==> config.mk <==
export PLATFORM = sky130hd
export DESIGN_NAME = length_prefix_deframer_top
export DESIGN_NICKNAME = d
export VERILOG_FILES = /design/src/rtl/core/lpd_pkg.sv /design/src/rtl/core/length_prefix_deframer_top.sv /design/src/rtl/core/lpd_frame_fsm.sv /design/src/rtl/core/lpd_skid.sv
export SDC_FILE = /design/constraint.sdc
export NUM_CORES = 1
export LEC_CHECK = 0
export ABC_AREA = 1
export BUFFER_PORTS_ARGS = -buffer_cell sky130_fd_sc_hd__buf_2
export CAP_MARGIN = 20
export CORE_ASPECT_RATIO = 0.6
export CORE_MARGIN = 4
export CORE_UTILIZATION = 35
export CTS_CLUSTER_SIZE = 8
export DETAILED_ROUTE_END_ITERATION = 7
export SETUP_SLACK_MARGIN = 0.5
export SLEW_MARGIN = 5
export SYNTH_ARGS = -nofsm -noshare
export SYNTH_HDL_FRONTEND = slang
export SYNTH_HIERARCHICAL = 1
export SYNTH_SLANG_ARGS = --single-unit
export TNS_END_PERCENT = 100
==> constraint.sdc <==
create_clock -name clk -period 4 [get_ports clk]
set_input_delay 0.2 -clock clk [delete_from_list [all_inputs] [get_ports clk]]
set_output_delay 0.2 -clock clk [all_outputs]
set_load 0.05 [all_outputs]
==> src/rtl/core/lpd_pkg.sv <==
// lpd_pkg: shared constants and types for the length-prefix deframer
// depends on nothing; imported by every module in rtl/core
`default_nettype none

package lpd_pkg;

	// bytes in the little-endian length header
	localparam int LENGTH_BYTES = 4;
	// header bytes that land in the 32-bit length word
	localparam int ACCUM_BYTES = (LENGTH_BYTES < 4) ? LENGTH_BYTES : 4;
	localparam int HDR_CNT_W = (LENGTH_BYTES > 1) ? $clog2(LENGTH_BYTES) : 1;

	localparam logic [31:0] MAX_FRAME_RESET = 32'd1048576;
	localparam logic [HDR_CNT_W-1:0] HDR_LAST = HDR_CNT_W'(LENGTH_BYTES - 1);

	// one result item
	typedef struct packed {
		logic [7:0] payload_byte;
		logic       last_of_frame;
		logic       empty_frame;
		logic       frame_error;
	} lpd_res_t;

	// stage-1 item handed to the frame tracker
	typedef struct packed {
		logic       valid;
		logic       advance;
		logic [7:0] data;
	} lpd_item_t;

endpackage

`default_nettype wire

==> src/rtl/core/length_prefix_deframer_top.sv <==
// length_prefix_deframer_top: input register, frame tracker and output buffer
// depends on lpd_pkg, lpd_frame_fsm, lpd_skid
//
// Usage:
//   Raw link bytes enter on in_valid/in_ready/data_byte. Each frame is a
//   4-byte little-endian length followed by that many payload bytes.
//   Results leave on out_valid/out_ready with payload_byte, last_of_frame,
//   empty_frame and frame_error. Header bytes give no result except an
//   empty-frame or error result on the final length byte.
//   Throughput is one byte per cycle while in_ready stays high; the per-byte
//   work is a 32-bit countdown and one length compare between the input
//   register and the output buffer. A byte's result is registered in the
//   output buffer after the byte has been held in the input register.
//   A stalled receiver is absorbed by a two-entry output buffer; in_ready
//   drops only once both entries are full and the input register holds a
//   byte that makes a result.
//   cfg_wr_en/cfg_wr_data write max_frame_bytes (reset 1048576); write it
//   only while the block is idle. A length above it gives one error result,
//   and every later byte is consumed silently until reset.
//   arst_n clears all frame state and empties both stages.
`default_nettype none

module length_prefix_deframer_top (
	input  wire        clk,
	input  wire        arst_n,
	input  wire        cfg_wr_en,
	input  wire [31:0] cfg_wr_data,
	input  wire        in_valid,
	output logic       in_ready,
	input  wire [7:0]  data_byte,
	output logic       out_valid,
	input  wire        out_ready,
	output logic [7:0] payload_byte,
	output logic       last_of_frame,
	output logic       empty_frame,
	output logic       frame_error
);
	import lpd_pkg::*;

	logic [31:0] max_frame_bytes_q;
	logic        valid_s1;
	logic [7:0]  data_s1;
	logic        has_result;
	logic        buf_ready;
	logic        fire_s1;
	lpd_item_t   item;
	lpd_res_t    result;
	lpd_res_t    out_res;

	assign fire_s1 = valid_s1 && (!has_result || buf_ready);
	assign in_ready = !valid_s1 || fire_s1;

	assign item.valid = valid_s1;
	assign item.advance = fire_s1;
	assign item.data = data_s1;

	always_ff @(posedge clk or negedge arst_n) begin
		if (!arst_n) begin
			max_frame_bytes_q <= MAX_FRAME_RESET;
		end else if (cfg_wr_en) begin
			max_frame_bytes_q <= cfg_wr_data;
		end
	end

	always_ff @(posedge clk or negedge arst_n) begin
		if (!arst_n) begin
			valid_s1 <= 1'b0;
			data_s1 <= '0;
		end else if (in_ready) begin
			valid_s1 <= in_valid;
			data_s1 <= data_byte;
		end
	end

	lpd_frame_fsm u_fsm (
		.clk            (clk),
		.arst_n         (arst_n),
		.item           (item),
		.max_frame_bytes(max_frame_bytes_q),
		.has_result     (has_result),
		.result         (result)
	);

	lpd_skid u_skid (
		.clk       (clk),
		.arst_n    (arst_n),
		.push_valid(valid_s1 && has_result),
		.push_res  (result),
		.push_ready(buf_ready),
		.pop_valid (out_valid),
		.pop_res   (out_res),
		.pop_ready (out_ready)
	);

	assign payload_byte = out_res.payload_byte;
	assign last_of_frame = out_res.last_of_frame;
	assign empty_frame = out_res.empty_frame;
	assign frame_error = out_res.frame_error;

endmodule

`default_nettype wire

==> src/rtl/core/lpd_frame_fsm.sv <==
// lpd_frame_fsm: header assembly, payload countdown and error latch
// depends on lpd_pkg
`default_nettype none

module lpd_frame_fsm (
	input  wire                     clk,
	input  wire                     arst_n,
	input  wire lpd_pkg::lpd_item_t item,
	input  wire [31:0]              max_frame_bytes,
	output logic                    has_result,
	output lpd_pkg::lpd_res_t       result
);
	import lpd_pkg::*;

	logic [HDR_CNT_W-1:0] hdr_cnt_q;
	logic [31:0]          len_acc_q;
	logic                 len_high_q;
	logic [31:0]          remaining_q;
	logic                 in_payload_q;
	logic                 broken_q;

	logic [31:0] len_now;
	logic        high_now;
	logic        hdr_done;
	logic        oversize;
	logic [31:0] remaining_dec;

	always_comb begin
		len_now = len_acc_q;
		high_now = len_high_q;
		for (int i = 0; i < ACCUM_BYTES; i++) begin
			if (32'(hdr_cnt_q) == 32'(i)) begin
				len_now[8*i +: 8] = item.data;
			end
		end
		// bytes beyond the fourth must be zero to fit in 32 bits
		if (32'(hdr_cnt_q) >= 32'(ACCUM_BYTES) && item.data != 8'd0) begin
			high_now = 1'b1;
		end
		hdr_done = (hdr_cnt_q == HDR_LAST);
		oversize = high_now || (len_now > max_frame_bytes);
		remaining_dec = remaining_q - 32'd1;
	end

	always_comb begin
		has_result = 1'b0;
		result = '0;
		if (item.valid && !broken_q) begin
			if (in_payload_q) begin
				has_result = 1'b1;
				result.payload_byte = item.data;
				result.last_of_frame = (remaining_dec == 32'd0);
			end else if (hdr_done) begin
				if (oversize) begin
					has_result = 1'b1;
					result.frame_error = 1'b1;
				end else if (len_now == 32'd0) begin
					has_result = 1'b1;
					result.last_of_frame = 1'b1;
					result.empty_frame = 1'b1;
				end
			end
		end
	end

	always_ff @(posedge clk or negedge arst_n) begin
		if (!arst_n) begin
			hdr_cnt_q <= '0;
			len_acc_q <= '0;
			len_high_q <= 1'b0;
			remaining_q <= '0;
			in_payload_q <= 1'b0;
			broken_q <= 1'b0;
		end else if (item.advance && !broken_q) begin
			if (in_payload_q) begin
				remaining_q <= remaining_dec;
				if (remaining_dec == 32'd0) begin
					in_payload_q <= 1'b0;
				end
			end else if (hdr_done) begin
				hdr_cnt_q <= '0;
				len_acc_q <= '0;
				len_high_q <= 1'b0;
				if (oversize) begin
					broken_q <= 1'b1;
				end else if (len_now != 32'd0) begin
					in_payload_q <= 1'b1;
					remaining_q <= len_now;
				end
			end else begin
				hdr_cnt_q <= hdr_cnt_q + HDR_CNT_W'(1);
				len_acc_q <= len_now;
				len_high_q <= high_now;
			end
		end
	end

endmodule

`default_nettype wire

==> src/rtl/core/lpd_skid.sv <==
// lpd_skid: two-entry output buffer so the result side can stall without
// blocking the next transfer; depends on lpd_pkg
`default_nettype none

module lpd_skid (
	input  wire                    clk,
	input  wire                    arst_n,
	input  wire                    push_valid,
	input  wire lpd_pkg::lpd_res_t push_res,
	output logic                   push_ready,
	output logic                   pop_valid,
	output lpd_pkg::lpd_res_t      pop_res,
	input  wire                    pop_ready
);
	import lpd_pkg::*;

	logic     main_valid_q;
	lpd_res_t main_q;
	logic     spare_valid_q;
	lpd_res_t spare_q;

	assign push_ready = !spare_valid_q;
	assign pop_valid = main_valid_q;
	assign pop_res = main_q;

	always_ff @(posedge clk or negedge arst_n) begin
		if (!arst_n) begin
			main_valid_q <= 1'b0;
			spare_valid_q <= 1'b0;
			main_q <= '0;
			spare_q <= '0;
		end else if (!main_valid_q || pop_ready) begin
			if (spare_valid_q) begin
				main_q <= spare_q;
				main_valid_q <= 1'b1;
				spare_valid_q <= 1'b0;
			end else begin
				main_q <= push_res;
				main_valid_q <= push_valid;
			end
		end else if (push_valid && !spare_valid_q) begin
			// main is stalled, park the new result
			spare_q <= push_res;
			spare_valid_q <= 1'b1;
		end
	end

endmodule

`default_nettype wire

# Yosys cells after proc, flatten, opt, wreduce, memory -nomap -nowiden
# Cells that the tools add are included.
[op_classes]
n_mux = 32
n_reduce_logical = 24
n_addsub = 2
magnitude_cmp = 1
bitwise = 2
eq_ne = 4
[ops]
columns = ["op", "count"]
rows = [
  ["32-bit two-way mux", 5],
  ["32-bit zero test", 2],
  ["8-bit two-way mux", 5],
  ["32-bit > comparator", 1],
  ["32-bit nonzero test", 1],
  ["32-bit by 1-bit subtractor with 32-bit output (second input constant)", 1],
  ["11-bit two-way mux", 2],
  ["1-bit two-way mux", 15],
  ["2-bit two-way mux", 4],
  ["4-bit AND reduction", 2],
  ["2-bit nonzero test", 3],
  ["1-bit logical AND", 5],
  ["1-bit zero test", 5],
  ["2-bit == test (second input constant)", 2],
  ["2-bit AND reduction", 2],
  ["1-bit logical OR", 3],
  ["3-bit two-way mux", 1],
  ["2-bit by 1-bit adder with 2-bit output (second input constant)", 1],
  ["2-bit by 1-bit == test with 1-bit output (second input constant)", 1],
  ["2-bit zero test", 1],
  ["2-bit by 1-bit inequality test with 1-bit output (second input constant)", 1],
  ["1-bit NOT", 2],
]
[word_totals]
wordCells = 83
output_inout_bits = 13
input_bits = 45
reg_bits = 133

# Longest topological paths before layout
# Gate-level depths: netlist of run 1.
[logic_depth]
ltp_word = 13
mapped_depth = 28
mapped_depth_nobuf = 25

# Cells and area by module
# Netlist of run 1, hierarchy kept.
[modules_own_cells]
columns = ["mod", "seq_area_each_um2", "area_each_um2", "cells_per_inst", "n_inst"]
rows = [
  ["lpd_frame_fsm", 1701.6, 5781.8, 896, 1],
  ["length_prefix_deframer_top", 1027.2, 1800.5, 177, 1],
  ["lpd_skid", 600.6, 1121.1, 141, 1],
]

# Least setup slack after synthesis of run 1
# OpenSTA, ideal clock, no wires.
[synth_timing]
path_type = "reg2reg"
from = "register u_fsm.hdr_cnt_q[0]"
to = "register u_fsm.len_acc_q[24]"
path_buffers = 2
stages_incl_launch_ff = 22
slack_ps = 579
t_arrival_ps = 3287
period_less_slack_ps = 3421
cell_sequence = "dfrtp_1 ha_1 buf_2 nand2_1 o21ai_1 ha_1 nand2_1 nor2_1 nand4_1 nor4_1 nand3_1 nand2_1 nand2_1 nand3_1 nand2_1 buf_6 a21boi_2 nand2_1 nor2_1 inv_1 nor2_1 nor2_1"
[synth_between]
elab_chain_cells = 13
[synth_lines]
columns = ["item", "line", "source"]
rows = [
  ["start: declaration", "lpd_frame_fsm.sv:15", "logic [HDR_CNT_W-1:0] hdr_cnt_q;"],
  ["start signal: assignment", "lpd_frame_fsm.sv:91", "hdr_cnt_q <= hdr_cnt_q + HDR_CNT_W'(1);"],
  ["branches (longest 5 deep; another with 32-bit > comparator)", "--", ""],
  ["1-bit two-way mux *", "lpd_frame_fsm.sv:53", "end else if (hdr_done) begin"],
  ["1-bit two-way mux *", "lpd_frame_fsm.sv:49", "if (in_payload_q) begin"],
  ["1-bit two-way mux *", "lpd_frame_fsm.sv:48", "if (item.valid && !broken_q) begin"],
  ["via has_result", "length_prefix_deframer_top.sv:43", "logic has_result;"],
  ["1-bit zero test *", "length_prefix_deframer_top.sv:50", "assign fire_s1 = valid_s1 && (!has_result || buf_ready);"],
  ["1-bit logical OR *", "length_prefix_deframer_top.sv:50", ""],
  ["1-bit logical AND *", "length_prefix_deframer_top.sv:50", ""],
  ["via fire_s1", "length_prefix_deframer_top.sv:45", "logic fire_s1;"],
  ["1-bit logical AND *", "lpd_frame_fsm.sv:74", "end else if (item.advance && !broken_q) begin"],
  ["2-bit AND reduction (no line) *", "--", ""],
  ["end signal: assignment", "lpd_frame_fsm.sv:92", "len_acc_q <= len_now;"],
  ["end: declaration", "lpd_frame_fsm.sv:16", "logic [31:0] len_acc_q;"],
]
# Mark *: on every way through the listed nets, which the timed path passes.
# A chain may end at the register's enable or synchronous reset.

# Final worst setup path of run 1
[layout_timing]
from = "register u_fsm.hdr_cnt_q[1]"
to = "register u_fsm.remaining_q[19]"
[layout_between]
elab_chain_cells = 13
[layout_lines]
columns = ["item", "line", "source"]
rows = [
  ["branches (longest 5 deep; another with 32-bit > comparator)", "--", ""],
  ["1-bit two-way mux *", "lpd_frame_fsm.sv:53", ""],
  ["1-bit two-way mux *", "lpd_frame_fsm.sv:49", ""],
  ["1-bit two-way mux *", "lpd_frame_fsm.sv:48", ""],
  ["via has_result", "length_prefix_deframer_top.sv:43", ""],
  ["1-bit zero test *", "length_prefix_deframer_top.sv:50", ""],
  ["1-bit logical OR *", "length_prefix_deframer_top.sv:50", ""],
  ["1-bit logical AND *", "length_prefix_deframer_top.sv:50", ""],
  ["via fire_s1", "length_prefix_deframer_top.sv:45", ""],
  ["1-bit logical AND *", "lpd_frame_fsm.sv:74", ""],
  ["4-bit AND reduction (no line) *", "--", ""],
  ["end signal: assignment", "lpd_frame_fsm.sv:76", "remaining_q <= remaining_dec;"],
  ["end signal: assignment", "lpd_frame_fsm.sv:88", "remaining_q <= len_now;"],
  ["end: declaration", "lpd_frame_fsm.sv:18", "logic [31:0] remaining_q;"],
]
# Mark *: on every way through the listed nets, which the timed path passes. The select of a mux whose other input is x is not followed.

==> flow_summary.ini, run 1 <==
[timing]
setup_viol_count_final = 0
final.period_utilization_pct = 88.6
fmax_mhz = 282
setup-tns-final_ns = 0
hold_ws_ns = 0.0194
slew_violations = 0
fin_worst_skew_ns = 0.00864
min_period_ns = 3.54
hold_viol_final = 0
slew_headroom_pct = 46.2
worst-slew-pin-transition_ns = 0.806
rsz0062_at_grt = yes

[routing]
num_vias = 8451
dr.pass1.iters = 5
drtIter0Drc = 780
avgRoutedWirePerCell_um = 16.2
drc_errors = 0
ant_nets = 0
wl_mm = 27.2
via_per_inst = 5.04

[placed_design]
io_buffers = 57
dp_hpwl_mm = 18.9
gp_congestion = 0.928

[global_route]
grt_usage_pct = 19.5
grt_pass1_vias = 7616
grt_pass1_wl_mm = 41.9
antenna_found_initial = 1
grt_overflow = 0
grt_max_degree = 73

[critical_path]
worstPathCellList = ha_4, buf_6, nor2_2, a21oi_2, inv_1, ha_4, nand2_2, inv_1, nand4_1, nor4_2, nand3_1, nand2_1, nand2_1, nand3_2, nand2_2, a21boi_2, nand2_2, a21oi_4, nand3_4, clkbuf_16, nand2_2, nand2_1
cp_max_fo = 8
crit_slowest_cell = dfrtp_2
cp-startpoint = u_fsm/hdr_cnt_q[1]
end_kind = flop
critPathRequiredTime_ns = 4.32
reg2reg_setup_slack_ns = 0.46
crit_arrival_ns = 3.87
r2r_start = u_fsm/hdr_cnt_q[1]
slowest_delay_ns = 0.43
start_kind = flop
cp_common_cell = nand2_2
path_class = reg -> reg

[clocking]
worstSkewPairLatency_ns = 0.44
cts_buffer_depth = 2
tritoncts = built
clk_pin_slew_ns = 0.06
cts_buffers = 17
htreeDepth = 4
clock-sinks = 133
root_buffer = clkbuf_16

[floorplanning]
dieArea_mm2 = 0.0275
coreArea_mm2 = 0.0243
start_util_pct = 35.8
die_x_um = 212
rows = 44
io_pins = 58
die_y_um = 130

[logic_synthesis]
syn_avg_cell_area_um2 = 7.17
synth_compound_area_share_pct = 11.2
synth.most_common_cell = nand2_1
synthMuxAreaShare_pct = 0
synth_area_mm2 = 0.00870
synth_top_family_by_area = simple AND/OR/NAND/NOR gates
synth_edf_count = 0
yosys-top-cells-count = nand2_1, inv_1, dfrtp_1
ys.flop_type = dfrtp_1
synthArstFlopShare_pct = 100
synthXorXnorAreaFrac_pct = 0.503
syn_inst = 1214
yosysWarnings = 6
yosysTopAreaCellShare_pct = 38.0
synth-adder-area-share_pct = 5.46
syn-num-nets = 1297
ys_types = 42
ys_top_cells_by_area = dfrtp_1, nand2_1, inv_1
synth_area_leader_cell = dfrtp_1
ys_ff_latch = 133
synth-seq-area-share_pct = 38.3
synth_simple_gate_area_share_pct = 32.5

[cells_and_area]
final_nets = 1425
area_growth_pct = 26.0
diodes = 0
drive_gt1_share_pct = 21.0
post-route-util_pct = 45.1

[min_path]
hp-class = in -> reg
hold_start = cfg_wr_data[19]

[flow_run]
maxCapViolCount = 0

[status]
run_status = complete, no violations

[power]
p_per_area_mw_per_mm2 = 721
ir_drop_mv = 0.318
p_leak_uw = 0.00560
report_power, final:
part           internal [uW]  switching (uW)
clock                    957             657
combinational           1530            2740
sequential              1690             335
state kept, by name, indices dropped and copies added (netlist names), 2 cells and up:
register	count
u_fsm/hdr_cnt_q	2
max_frame_bytes_q	32
u_skid/spare_q	11
u_fsm/remaining_q	32
u_fsm/len_acc_q	32
u_skid/pop_res	11
data_s1	8
layout make-up:
class | count | area, um^2
fill | 2480 | 13400
multi-input combinational | 849 | 4650
sequential | 133 | 3330
timing repair buffer | 154 | 1280
inverter | 187 | 704
clock buffer | 19 | 453
tap | 322 | 403
clock inverter | 13 | 146
kinds of logic (layout without fill, tap and decap cells):
kind of cell	Yosys count	count (layout)
AOI/OAI and AO/OA	158	158
buffers and inverters	233	373
xor gates and xnor gates	5	5
DFF	133	133
adders and majority gates	38	38
and+or+nand+nor	647	648
layer usage:
metal / GRT usage [%] / share of wire (%)
met2: 25.6 / 40
met3: 6.94 / 10
met4: 3.67 / 0.70
met1: 30.3 / 50
met5: 0 / 0
metrics by stage:
stage / area [um^2] / instances / power [uW] / setup WS (ns)
final: 11000 / 1677 / 7900 / 0.457
after floorplan: 8700 / 1214 / 4600 / 0.579
after global routing: 11000 / 1677 / 8490 / 0.279
after detailed placement: 9290 / 1574 / 5580 / 0.232
after CTS: 10400 / 1649 / 7350 / 0.516
after global placement: 9290 / 1574 / 5520 / 0.347
cell usage in the layout (no fill, tap or decap), types with 5 or more instances in the layout:
cell type / count
nand2_1: 337
inv_1: 177
dfrtp_1: 130
nor2_1: 120
buf_2: 55
nand3_1: 55
nand4_1: 52
o21ai_0: 48
dlygate4sd3_1: 41
o21ai_2: 40
buf_4: 39
nand2_2: 39
ha_1: 29
clkbuf_16: 20
o21ai_1: 18
o22ai_1: 18
a21oi_1: 14
buf_6: 10
ha_4: 9
inv_2: 8
or2_1: 7
a21oi_2: 6
nor3_1: 6
nand2_4: 6
nor2_4: 5
nand3b_1: 5
worst max-delay path: cells and delay by family (launching register included):
| kind | cells | cell delay (ns) |
|---|---|---|
| adders and majority gates | 2 | 0.49 |
| AOI/OAI and AO/OA | 3 | 0.49 |
| DFF | 1 | 0.43 |
| buffers and inverters | 4 | 0.52 |
| and+or+nand+nor | 13 | 1.50 |
path summary, 6_finish.rpt:
kind / endpoint / cells past startpoint
max in group asynchronous: u_fsm/hdr_cnt_q[1] / 3
max reg2reg: u_fsm/remaining_q[19] / 22
min: max_frame_bytes_q[19] / 3
max: u_fsm/remaining_q[19] / 22
min in group asynchronous: u_fsm/remaining_q[10] / 2
min reg2reg: u_skid/spare_q[7] / 2
repair_timing:
item                                    4_1_cts  5_1_grt
endpoints found under the hold margin       109        0
hold buffers                                 41        0
pin swaps                                     1       27
buffers inserted                              2       23
gates cloned                                  0        5
gates resized for setup                      24       80
endpoints found under the setup margin       79       79
(Power assumes the default switching activity.)
==> run 2: changes to the inputs <==
--- a/config.mk
+++ b/config.mk
@@ -9,7 +9,7 @@
 export BUFFER_PORTS_ARGS = -buffer_cell sky130_fd_sc_hd__buf_2
 export CAP_MARGIN = 20
 export CORE_ASPECT_RATIO = 0.6
-export CORE_MARGIN = 4
+export CORE_MARGIN = 2
 export CORE_UTILIZATION = 35
 export CTS_CLUSTER_SIZE = 8
 export DETAILED_ROUTE_END_ITERATION = 7
==> run 2 against run 1 <==
Sequential cell count is the same. Core utilization grew 0.74 points. Sequential power hardly changed. Design area up 1.4%.
==> flow_summary.ini, run 2 (synthesized netlist as in run 1, its figures left out) <==
[cells_and_area]
fin_area_mm2 = 0.0111
mostFrequentLayoutCell = nand2_1
most-common-layout-cells = nand2_1, inv_1, dfrtp_1, nor2_1, buf_2
final_nets = 1422
fillCellCount = 2398
diodes = 0
reg_top3 = max_frame_bytes_q (32), u_fsm/len_acc_q (32), u_fsm/remaining_q (32)
area_growth_pct = 27.7
drive_gt1_share_pct = 22.5
finalNonFillerCells = 1674

[global_route]
antenna_found_initial = 0
grt_usage_pct = 20.6
grt_pass1_vias = 7706
grt_overflow = 0
grt_pass1_wl_mm = 42.0
grt_max_degree = 88

[routing]
num_vias = 8475
ant_nets = 0
drc_errors = 0
avgRoutedWirePerCell_um = 16.5
drtIter0Drc = 810
via_per_inst = 5.06
wl_mm = 27.6
dr.pass1.iters = 5

[critical_path]
crit_arrival_ns = 3.80
slowest_delay_ns = 0.45
worstPathCellList = buf_4, ha_4, buf_6, nand2_1, o21a_4, inv_1, ha_1, nand2_2, o21ai_1, a21oi_1, nand2_1, nand2_1, nand2_2, nand2_2, nand2_2, nand3_2, nand2_2, a21boi_2, nand2_2, a21oi_4, nand3_4, clkbuf_16, nand2_2, nand2_1
cp_max_fo = 8
end_kind = flop
cp_common_cell = nand2_2
start_kind = flop
critPathRequiredTime_ns = 4.33
path_class = reg -> reg
cp_top_family = simple AND/OR/NAND/NOR gates
cp.buffers_inverters = 4
crit_slowest_cell = dfrtp_2

[clocking]
worstSkewPairLatency_ns = 0.45
clock-sinks = 133
tritoncts = built
htreeDepth = 4
clk_pin_slew_ns = 0.06
root_buffer = clkbuf_16
cts_buffers = 17
cts_buffer_depth = 2

[placed_design]
placed_area_mm2 = 0.00931
dp_hpwl_mm = 18.4
placed_cells = 1575
gp_congestion = 0.955
io_buffers = 57

[timing]
setup_viol_count_final = 0
fin_worst_skew_ns = 0.0124
min_period_ns = 3.47
slew_headroom_pct = 43.8
rsz0062_at_grt = yes
final.period_utilization_pct = 86.7
worst-slew-pin-transition_ns = 0.843
hold_viol_final = 0
setup-tns-final_ns = 0
slew_violations = 0
fmax_mhz = 288

[floorplanning]
die_x_um = 208
die_y_um = 126
io_pins = 58
coreArea_mm2 = 0.0243
rows = 44
dieArea_mm2 = 0.0262
start_util_pct = 35.8

[power]
seq_power_share_pct = 25.1
p_sw_share_pct = 47.6
p_leak_uw = 0.00567
p_clk_share_pct = 20.7
ir_drop_mv = 0.396
p_int_uw = 4240
switching_power_uw = 3850
p_comb_share_pct = 54.2
p_per_area_mw_per_mm2 = 727

[status]
run_status = complete, no violations

[flow_run]
maxCapViolCount = 0

[min_path]
hp-class = in -> reg
-- run 2: power groups by stage --
stage	logic [uW]	registers (uW)	clock network, uW
floorplan	2560	2040	0
global placement	3520	2000	0
detailed placement	3570	2000	0
CTS	3710	1980	1700
global route	4790	2080	1760
finish	4380	2030	1680
-- run 2: timing repair --
item / in CTS / in global routing
resized for setup: 18 / 120
hold endpoints to repair: 125 / 0
buffers inserted: 6 / 13
endpoints found under the setup margin: 80 / 82
pin swaps: 3 / 31
gates cloned: 0 / 6
hold buffers: 42 / 0
-- run 2: path summary, 6_finish.rpt --
check | slack (ns) | startpoint | end | depth (start not counted)
worst max register to register | 0.53 | u_fsm/hdr_cnt_q[0] | u_fsm/remaining_q[7] | 24
worst max-delay path | 0.53 | u_fsm/hdr_cnt_q[0] | u_fsm/remaining_q[7] | 24
min in group asynchronous | 0.42 | arst_n | max_frame_bytes_q[18] | 2
worst min register to register | 0.47 | max_frame_bytes_q[20] | max_frame_bytes_q[20] | 2
max in group asynchronous | 2.66 | arst_n | u_skid/pop_res[2] | 3
worst min-delay path | 0.15 | out_ready | u_skid/pop_res[9] | 4
-- run 2: area by class of cell --
class	count	area, um^2	share of cell area, %
Clock buffer	19	443	3.98
Multi-Input combinational cell	849	4790	43.1
Clock inverter	13	171	1.54
Timing Repair Buffer	151	1270	11.5
Sequential cell	133	3330	30.0
Tap cell	322	403	3.62
Inverter	187	704	6.34
-- run 2: per-stage QoR --
step | setup slack (ns) | hold slack, ns | total power [uW] | utilization [%]
2_1_floorplan | 0.579 | -0.0956 | 4600 | -
3_3_place_gp | 0.344 | 0.339 | 5520 | 38.3
3_5_place_dp | 0.247 | 0.333 | 5570 | 38.3
4_1_cts | 0.488 | 0.124 | 7400 | 43.1
5_1_grt | 0.381 | 0.159 | 8630 | 45.8
6_report | 0.532 | 0.149 | 8090 | 45.8
-- run 2: metal layers --
layer,wire length [um],global-route usage [%],up-vias
met5,0,0,-
met4,354,4.62,0
met3,2750,6.71,42
met2,10900,27.9,302
met1,13600,31.3,4010
li1,-,-,4121
-- run 2: worst reg2reg max path, stage by stage, from the launching register on --
cell and delay (ns):
dfrtp_2 0.45, buf_4 0.16, ha_4 0.19, buf_6 0.15
nand2_1 0.08, o21a_4 0.14, inv_1 0.06, ha_1 0.29
nand2_2 0.08, o21ai_1 0.07, a21oi_1 0.16, nand2_1 0.09
nand2_1 0.08, nand2_2 0.06, nand2_2 0.08, nand2_2 0.05
nand3_2 0.06, nand2_2 0.07, a21boi_2 0.14, nand2_2 0.10
a21oi_4 0.19, nand3_4 0.22, clkbuf_16 0.27, nand2_2 0.06
nand2_1 0.05
